===== src/rtl/scpa_pkg.sv =====
// shared widths, codes and control types of the size class pool allocator
package scpa_pkg;

   localparam int ADDR_W      = 18;
   localparam int ADDR_SPACE  = 262144;
   localparam int SIZE_W      = 16;
   localparam int ALIGN_W     = 13;
   localparam int STATUS_W    = 3;
   localparam int REQ_DATA_W  = 48;
   localparam int RSP_DATA_W  = 24;

   // req_tuser codes
   localparam logic ACT_ALLOC = 1'b0;
   localparam logic ACT_FREE  = 1'b1;

   // rsp_tuser codes
   localparam logic [STATUS_W-1:0] ST_POOL     = 3'd0;
   localparam logic [STATUS_W-1:0] ST_CARVED   = 3'd1;
   localparam logic [STATUS_W-1:0] ST_UPSTREAM = 3'd2;
   localparam logic [STATUS_W-1:0] ST_OOM      = 3'd3;
   localparam logic [STATUS_W-1:0] ST_FREED    = 3'd4;

   typedef struct packed {
      logic clear_en;   // write one empty list head, step the sweep
      logic capture;    // take the request, read its class head
      logic link_rd;    // read the link entry behind the head
      logic commit;     // update the lists or carve state, load the response
   } scpa_cmd_type;

   typedef struct packed {
      logic clear_last; // sweep is at the last class
      logic is_pop;     // captured request pops a non-empty list
   } scpa_sts_type;

endpackage


===== src/rtl/scpa_ctrl.sv =====
// request sequencer: clearing sweep, capture, link read and commit
module scpa_ctrl (
   input  logic                  clock,
   input  logic                  reset,
   input  logic                  req_tvalid,
   output logic                  req_tready,
   output logic                  rsp_tvalid,
   input  logic                  rsp_tready,
   output scpa_pkg::scpa_cmd_type cmd,
   input  scpa_pkg::scpa_sts_type sts
);
   import scpa_pkg::*;

   localparam logic [1:0] S_CLEAR = 2'd0;
   localparam logic [1:0] S_IDLE  = 2'd1;
   localparam logic [1:0] S_EXEC  = 2'd2;
   localparam logic [1:0] S_LINK  = 2'd3;

   logic [1:0] state_ff, state_in;
   logic       rsp_valid_ff, rsp_valid_in;
   logic       out_free;

   assign out_free   = !rsp_valid_ff || rsp_tready;
   assign req_tready = (state_ff == S_IDLE);
   assign rsp_tvalid = rsp_valid_ff;

   always_comb begin
      state_in = state_ff;
      cmd      = '0;
      unique case (state_ff)
         S_CLEAR: begin
            cmd.clear_en = 1'b1;
            if (sts.clear_last) state_in = S_IDLE;
         end
         S_IDLE: begin
            if (req_tvalid) begin
               cmd.capture = 1'b1;
               state_in    = S_EXEC;
            end
         end
         S_EXEC: begin
            if (sts.is_pop) begin
               cmd.link_rd = 1'b1;
               state_in    = S_LINK;
            end else if (out_free) begin
               cmd.commit = 1'b1;
               state_in   = S_IDLE;
            end
         end
         S_LINK: begin
            if (out_free) begin
               cmd.commit = 1'b1;
               state_in   = S_IDLE;
            end
         end
         default: state_in = S_CLEAR;
      endcase
   end

   assign rsp_valid_in = cmd.commit ? 1'b1 : (rsp_valid_ff && !rsp_tready);

   always_ff @(posedge clock) begin
      if (reset) begin
         state_ff     <= S_CLEAR;
         rsp_valid_ff <= 1'b0;
      end else begin
         state_ff     <= state_in;
         rsp_valid_ff <= rsp_valid_in;
      end
   end

endmodule


===== config.mk =====
export PLATFORM = sky130hd
export DESIGN_NAME = scpa_ctrl
export DESIGN_NICKNAME = d
export VERILOG_FILES = /design/src/rtl/scpa_pkg.sv /design/src/rtl/scpa_ctrl.sv
export SDC_FILE = /design/constraint.sdc
export NUM_CORES = 1
export LEC_CHECK = 0
export ABC_AREA = 1
export BUFFER_PORTS_ARGS = -buffer_cell sky130_fd_sc_hd__buf_2
export CAP_MARGIN = 20
export CELL_PAD_IN_SITES_DETAIL_PLACEMENT = 1
export CELL_PAD_IN_SITES_GLOBAL_PLACEMENT = 1
export CORE_AREA = 2 2 39 41
export DETAILED_ROUTE_END_ITERATION = 10
export DIE_AREA = 0 0 41 43
export PLACE_DENSITY_LB_ADDON = 0.3
export REMOVE_ABC_BUFFERS = 1
export SETUP_SLACK_MARGIN = 0.02
export SYNTH_ARGS = -nofsm -noshare
export SYNTH_HDL_FRONTEND = slang
export SYNTH_SLANG_ARGS = --single-unit

===== constraint.sdc =====
create_clock -name clock -period 1.6 [get_ports clock]
set_input_delay 0.48 -clock clock [delete_from_list [all_inputs] [get_ports clock]]
set_output_delay 0.48 -clock clock [all_outputs]
set_load 0.03 [all_outputs]

# Word level (Yosys, flattened, before mapping)
# Cells that the tools add are included.
[totals]
romBits = 0
reg_bits = 3
wordCells = 27
latchBits = 0
memories = 0
output_inout_bits = 6
ramBits = 0
[classes]
n_reduce_logical = 6
n_lt_le_gt_ge = 0
div_mod_pow = 0
n_bitwise = 0
add_sub_neg = 0
n_shift = 0
n_eq_ne = 5
mul = 0
muxes = 14
[op_table]
columns = ["cell", "count"]
rows = [
  ["1-bit 2-to-1 mux", 8],
  ["2-bit 2-to-1 mux", 4],
  ["2-bit one-hot mux with 4 select lines", 1],
  ["2-bit == test, second input constant", 2],
  ["2-bit != test, second input constant", 2],
  ["2-bit by 1-bit == test with 1-bit output, second input constant", 1],
  ["1-bit zero test", 2],
  ["2-bit zero test", 1],
  ["1-bit one-hot mux with 2 select lines", 1],
  ["2-bit AND reduction", 1],
  ["1-bit logical AND", 1],
  ["1-bit logical OR", 1],
]

# Depth between registers and ports, before layout
# Gate-level depths: netlist of run 1.
[depth]
ltp_word = 6
ltp_mapped = 5
depth_no_buf = 5

# Worst setup path before layout of run 1
# No wires, ideal clock.
[synth_timing]
path_type = "in2out"
start = "input port sts[0] in the netlist's numbering"
end = "output port cmd[1] in the netlist's numbering"
arrival_ns = 1.183
path_slack_ns = -0.063
cell_stages = 2
cell_sequence = "inv_1 nor3_1"
[synth_lines]
columns = ["element", "line_no", "source"]
rows = [
  ["start, declared", "scpa_ctrl.sv:10", "input scpa_pkg::scpa_sts_type sts"],
  ["end, declared", "scpa_ctrl.sv:9", "output scpa_pkg::scpa_cmd_type cmd,"],
]

==> out/qor.yml, run 1 <==
use_met1_pct: 4.47
syn_to_final_growth_pct: 59.6
routedWlPerCell_um: 7.20
netlist-cell-type-count: 11
post_synth_instance_area_um2: 183
power.ir.vdd_worst_mv: 0.257
power_frac_clock_pct: 44.7
drt_first_iter_violations: 2
timing_worst_setup_path_type: "input pin to output port"
power.share.switching_pct: 31.6
finalClockSkew_ns: 0.000350
post-place-cells: 55
max_freq_mhz: 657
setup-violations-final: 0
numClockSinks: 3
cts-root-buf: "clkbuf_4"
core-area_um2: 1380
layout_worst_path_cycle_share_pct: 95.2
worstPathRequired_ns: 1.12
cts-root-to-sink-buffers: 2
first_global_vias: 198
clk_pin_slew_worst_paths_ns: 0.03
antenna_left: 0
synthCells: 28
synth.ff_latch_count: 3
i_o_pin_cnt: 12
drive_above_1_share_pct: 46.5
pwr-share-comb_pct: 24.3
number_of_antenna_violations_at_the_first_check_in_global_routing: 0
synth_top_cells_by_area: "dfxtp_1 33%, inv_1 14%, nor2_1 12%"
synthesized_area_per_cell_um2: 6.52
global_route.usage.total_pct: 5.81
finalNetCount: 50
remaining_drc_errors: 0
finalMaxSlewViolations: 0
start_util_pct: 13.2
power.share.sequential_pct: 31.1
switchingPower_w: 0.0000916
cts_inserted_buffers: 3
cp-start-kind: "input pin"
grt_setup_unrepaired: "yes"
cts_post_setup_buffers_inserted: 0
place.port_buffers: 11
drt_pre_antenna_iters: 4
fp.dieW_um: 41
postPlaceCellArea_um2: 258
endpoint_kind: "output port"
worstSkewPairLatency_ns: 0.23
die-area_um2: 1760
chipHeight_um: 43
final_period_minus_worst_setup_slack_ns: 1.52
global_route.peak_usage_layer: "met2"
clock_tree.htree_level_count: 1
met2_usage_pct: 9.06
critPathLaunch: "sts[0]"
std_cell_rows: 14
power.density_cell_area_nw_per_um2: 995
antenna_cells_inserted: 0
pin_count_of_the_biggest_net_entering_global_routing: 7
outcome: "completed"
layout.filler_cells: 183
finalHoldViolations: 0
power.leakage_nw: 0.173
proportion_of_netlist_area_held_by_the_largest_area_contributor_pct: 32.9
gpl.final_weighted_congestion: 0.623
synth-warning-count: 0
internal-power_w: 0.000199
worst_ep_arrival_time_ns: 1.04
min_from: "reset"
layout.cell_area.non_filler_um2: 292
synth_top_cell_by_area: "dfxtp_1"
instances_no_fill: 59
met3_grt_util_pct: 4.71
timing.hold.worst.class: "input pin to register"
seq_area_frac_synth_pct: 32.9
routed-via-count: 218
tightest_slew_ns: 0.154
leading_cell_type_in_the_layout_fill_and_taps_excluded: "buf_2"
detail_route.vias_per_cell: 3.69
postRouteWirelength_um: 425
slew_headroom_pct: 89.7
cts_tree: "yes"
layout.cells.most_common_list: "9 x buf_2, 6 x inv_1, 6 x nor2_1, 5 x nand2_1, 3 x clkbuf_4"
first_pass_grt_wire_length_um: 634
maxCapViolCount: 0
post_cts.resized_instances: 3
worst_r2r_startpoint: "state_ff[1]$_SDFFE_PP0P_"
timing.critical_path.fanout_max: 3
cts_hold_buf: 0
globalRouteOverflowTotal: 0
routing by layer:
| layer | up-vias | wire length (µm) |
|---|---|---|
| met4 | 0 | 0 |
| met2 | 6 | 239 |
| met1 | 100 | 167 |
| met5 | - | 0 |
| met3 | 0 | 19 |
| li1 | 112 | - |
cell type report:
type	instances	area, µm²	share of cell area (%)
Multi-Input combinational cell	18	96.3	33.0
Sequential cell	3	62.6	21.5
Timing Repair Buffer	11	60.1	20.6
Clock buffer	4	26.3	9.01
Inverter	7	26.3	9.01
Tap cell	16	20.0	6.87
power by group through the flow:
stage / clock, W / combinational, W / sequential (W)
after floorplan: 0 / 0.0000453 / 0.0000908
after global placement: 0 / 0.0000699 / 0.0000905
after detailed placement: 0 / 0.0000701 / 0.0000907
after CTS: 0.000140 / 0.0000711 / 0.0000904
after global routing: 0.000147 / 0.0000771 / 0.0000913
final: 0.000130 / 0.0000704 / 0.0000901
critical path, stage by stage:
cell	delay, ns
buf_2	0.09
inv_1	0.09
o21ai_2	0.06
nor2_1	0.13
buf_4	0.18
logic make-up after synthesis:
family / count (synthesis) / share of synthesized area, %
DFF: 3 / 32.9
and+or+nand+nor: 15 / 42.5
AOI/OAI and AO/OA: 3 / 10.3
buffers and inverters: 7 / 14.4
metrics by stage:
step	hold WS, ns	setup WS, ns	total power (W)	utilization (%)	TNS, ns
CTS	0.420	0.0285	0.000301	20.9	0
floorplan	0.482	-0.0632	0.000136	-	-0.0632
finish	0.427	0.0768	0.000290	21.1	0
detailed placement	0.530	0.0281	0.000161	18.6	0
global route	0.415	0.00564	0.000316	21.1	0
global placement	0.531	0.0205	0.000160	18.6	0
registers in the layout, summed over array words and instances, names as in the netlist:
signal and count:
rsp_tvalid 1, state_ff 2
synth_stat cells:
| cell type | n |
|---|---|
| nor2_8 | 1 |
| dfxtp_1 | 3 |
| inv_1 | 7 |
| o21ai_0 | 1 |
| o21ai_2 | 1 |
| a21oi_1 | 1 |
| nor3_1 | 1 |
| nand3_1 | 1 |
| nand2_2 | 1 |
| nor2_1 | 6 |
| nand2_1 | 5 |
worst paths after layout:
path | endpoint | slack (ns) | cells after the start
max | cmd[0] | 0.08 | 5
min | rsp_tvalid$_SDFF_PP0_ | 0.43 | 2
max reg2reg | state_ff[0]$_SDFFE_PP0P_ | 0.77 | 5
min reg2reg | rsp_tvalid$_SDFF_PP0_ | 0.50 | 2
No activity file was read; power rests on OpenSTA's default activity.
==> inputs of run 2 (changes only) <==
==> constraint.sdc (replaced) <==
create_clock -name clock -period 1.8 [get_ports clock]
set_input_delay 0.54 -clock clock [delete_from_list [all_inputs] [get_ports clock]]
set_output_delay 0.54 -clock clock [all_outputs]
set_load 0.03 [all_outputs]
==> run 2 against run 1 <==
  * Register-to-register slack better by 0.12 ns
  * Hold slack gained 0.060 ns
  * Die area did not move
  * Clock power is 11% lower
  * Global-route usage rose by 0.61 points
  * Non-clock buffer count did not move
  * First-iteration DRC count unchanged
  * Sequential power down 12%
  * Critical path depth did not move
==> out/qor.yml, run 2 (synthesis results as in run 1) <==
core-area_um2: 1380
layout.cells.most_common_list: "11 x buf_2, 7 x inv_1, 6 x nor2_1, 5 x nand2_1"
flip_flop_count_of_the_largest_register_after_layout: 2
post_cts.resized_instances: 0
finalNetCount: 50
routedWlPerCell_um: 7.73
layout_worst_path_cycle_share_pct: 93.7
power.leakage_nw: 0.172
drt_pre_antenna_iters: 2
clk_pin_slew_worst_paths_ns: 0.04
syn_to_final_growth_pct: 55.5
fp.dieW_um: 41
dp.final_hpwl_um: 392
number_of_antenna_violations_at_the_first_check_in_global_routing: 0
slew_headroom_pct: 83.1
cts_post_setup_buffers_inserted: 0
std_cell_rows: 14
power.ir.vdd_worst_mv: 0.205
finalClockSkew_ns: 0.000129
max_freq_mhz: 593
tightest_slew_ns: 0.253
cts-root-buf: "clkbuf_4"
pin_count_of_the_biggest_net_entering_global_routing: 7
clock_tree.htree_level_count: 1
final_period_minus_worst_setup_slack_ns: 1.69
timing.critical_path.fanout_max: 3
cts-root-to-sink-buffers: 2
layout.cell_area.non_filler_um2: 284
worstSkewPairLatency_ns: 0.23
globalRouteOverflowTotal: 0
grt_setup_unrepaired: "no"
first_global_vias: 213
die-area_um2: 1760
gpl.final_weighted_congestion: 0.626
chipHeight_um: 43
postPlaceCellArea_um2: 258
finalHoldViolations: 0
cts_hold_buf: 0
finalMaxSlewViolations: 0
drive_above_1_share_pct: 39.5
numClockSinks: 3
max_flop_register: "state_ff"
antenna_left: 0
fin_total_pwr_w: 0.000257
final_util_pct: 20.5
cts_tree: "yes"
endpoint_kind: "output port"
setup-violations-final: 0
cp-start-kind: "input pin"
drt_first_iter_violations: 2
first_pass_grt_wire_length_um: 772
outcome: "completed"
postRouteWirelength_um: 456
remaining_drc_errors: 0
place.port_buffers: 11
antenna_cells_inserted: 0
start_util_pct: 13.2
cts_inserted_buffers: 3
leading_cell_type_in_the_layout_fill_and_taps_excluded: "buf_2"
timing_worst_setup_path_type: "input pin to output port"
worstPathRequired_ns: 1.26
maxCapViolCount: 0
global_route.usage.total_pct: 6.42
routed-via-count: 202
detail_route.vias_per_cell: 3.42
finalSetupTns_ns: 0
power.density_cell_area_nw_per_um2: 905
timing.hold.worst.class: "input pin to register"
i_o_pin_cnt: 12
worst_ep_arrival_time_ns: 1.15
## run 2: cell count changes in the layout (fill, tap and decap cells not counted)
cell / change
dfxtp_2: -2
dfxtp_1: +2
buf_2: +2
buf_4: -2
inv_1: +1
inv_2: -1
## run 2: metrics by stage
stage	std cells	hold WS, ns	worst slack [ns]
2_1_floorplan	28	0.482	0.0168
3_3_place_gp	55	0.533	0.0906
3_5_place_dp	55	0.542	0.0940
4_1_cts	59	0.486	0.0897
5_1_grt	59	0.488	0.0217
6_report	59	0.487	0.114
## run 2: worst max-delay path: stages
cell	delay, ns
buf_2	0.09
inv_1	0.09
o21ai_2	0.07
nor2_1	0.14
buf_2	0.22
## run 2: worst paths after layout
kind	start	to	slack [ns]	cells past startpoint
worst max-delay path	sts[0]	cmd[0]	0.11	5
worst min-delay path	reset	rsp_tvalid$_SDFF_PP0_	0.49	2
worst max register to register	state_ff[1]$_SDFFE_PP0P_	state_ff[0]$_SDFFE_PP0P_	0.89	5
worst min register to register	state_ff[1]$_SDFFE_PP0P_	rsp_tvalid$_SDFF_PP0_	0.54	2
## run 2: layout make-up
cell class,instances,area (µm²)
clock buffer,4,26.3
fill,186,1100
inverter,7,26.3
multi-input combinational,18,96.3
sequential,3,60.1
tap,16,20.0
timing repair buffer,11,55.1
## run 2: power breakdown
part / internal, W / switching [W]
sequential: 0.0000720 / 0.00000753
combinational: 0.0000193 / 0.0000421
clock: 0.0000830 / 0.0000330
total: 0.000174 / 0.0000827
## run 2: per-layer routing
metal	vias up	track usage, %	share of wire, %
li1	111	-	-
met1	87	7.05	43
met2	4	10.3	53
met5	-	0	0
met3	0	3.14	4.2
met4	0	2.00	0
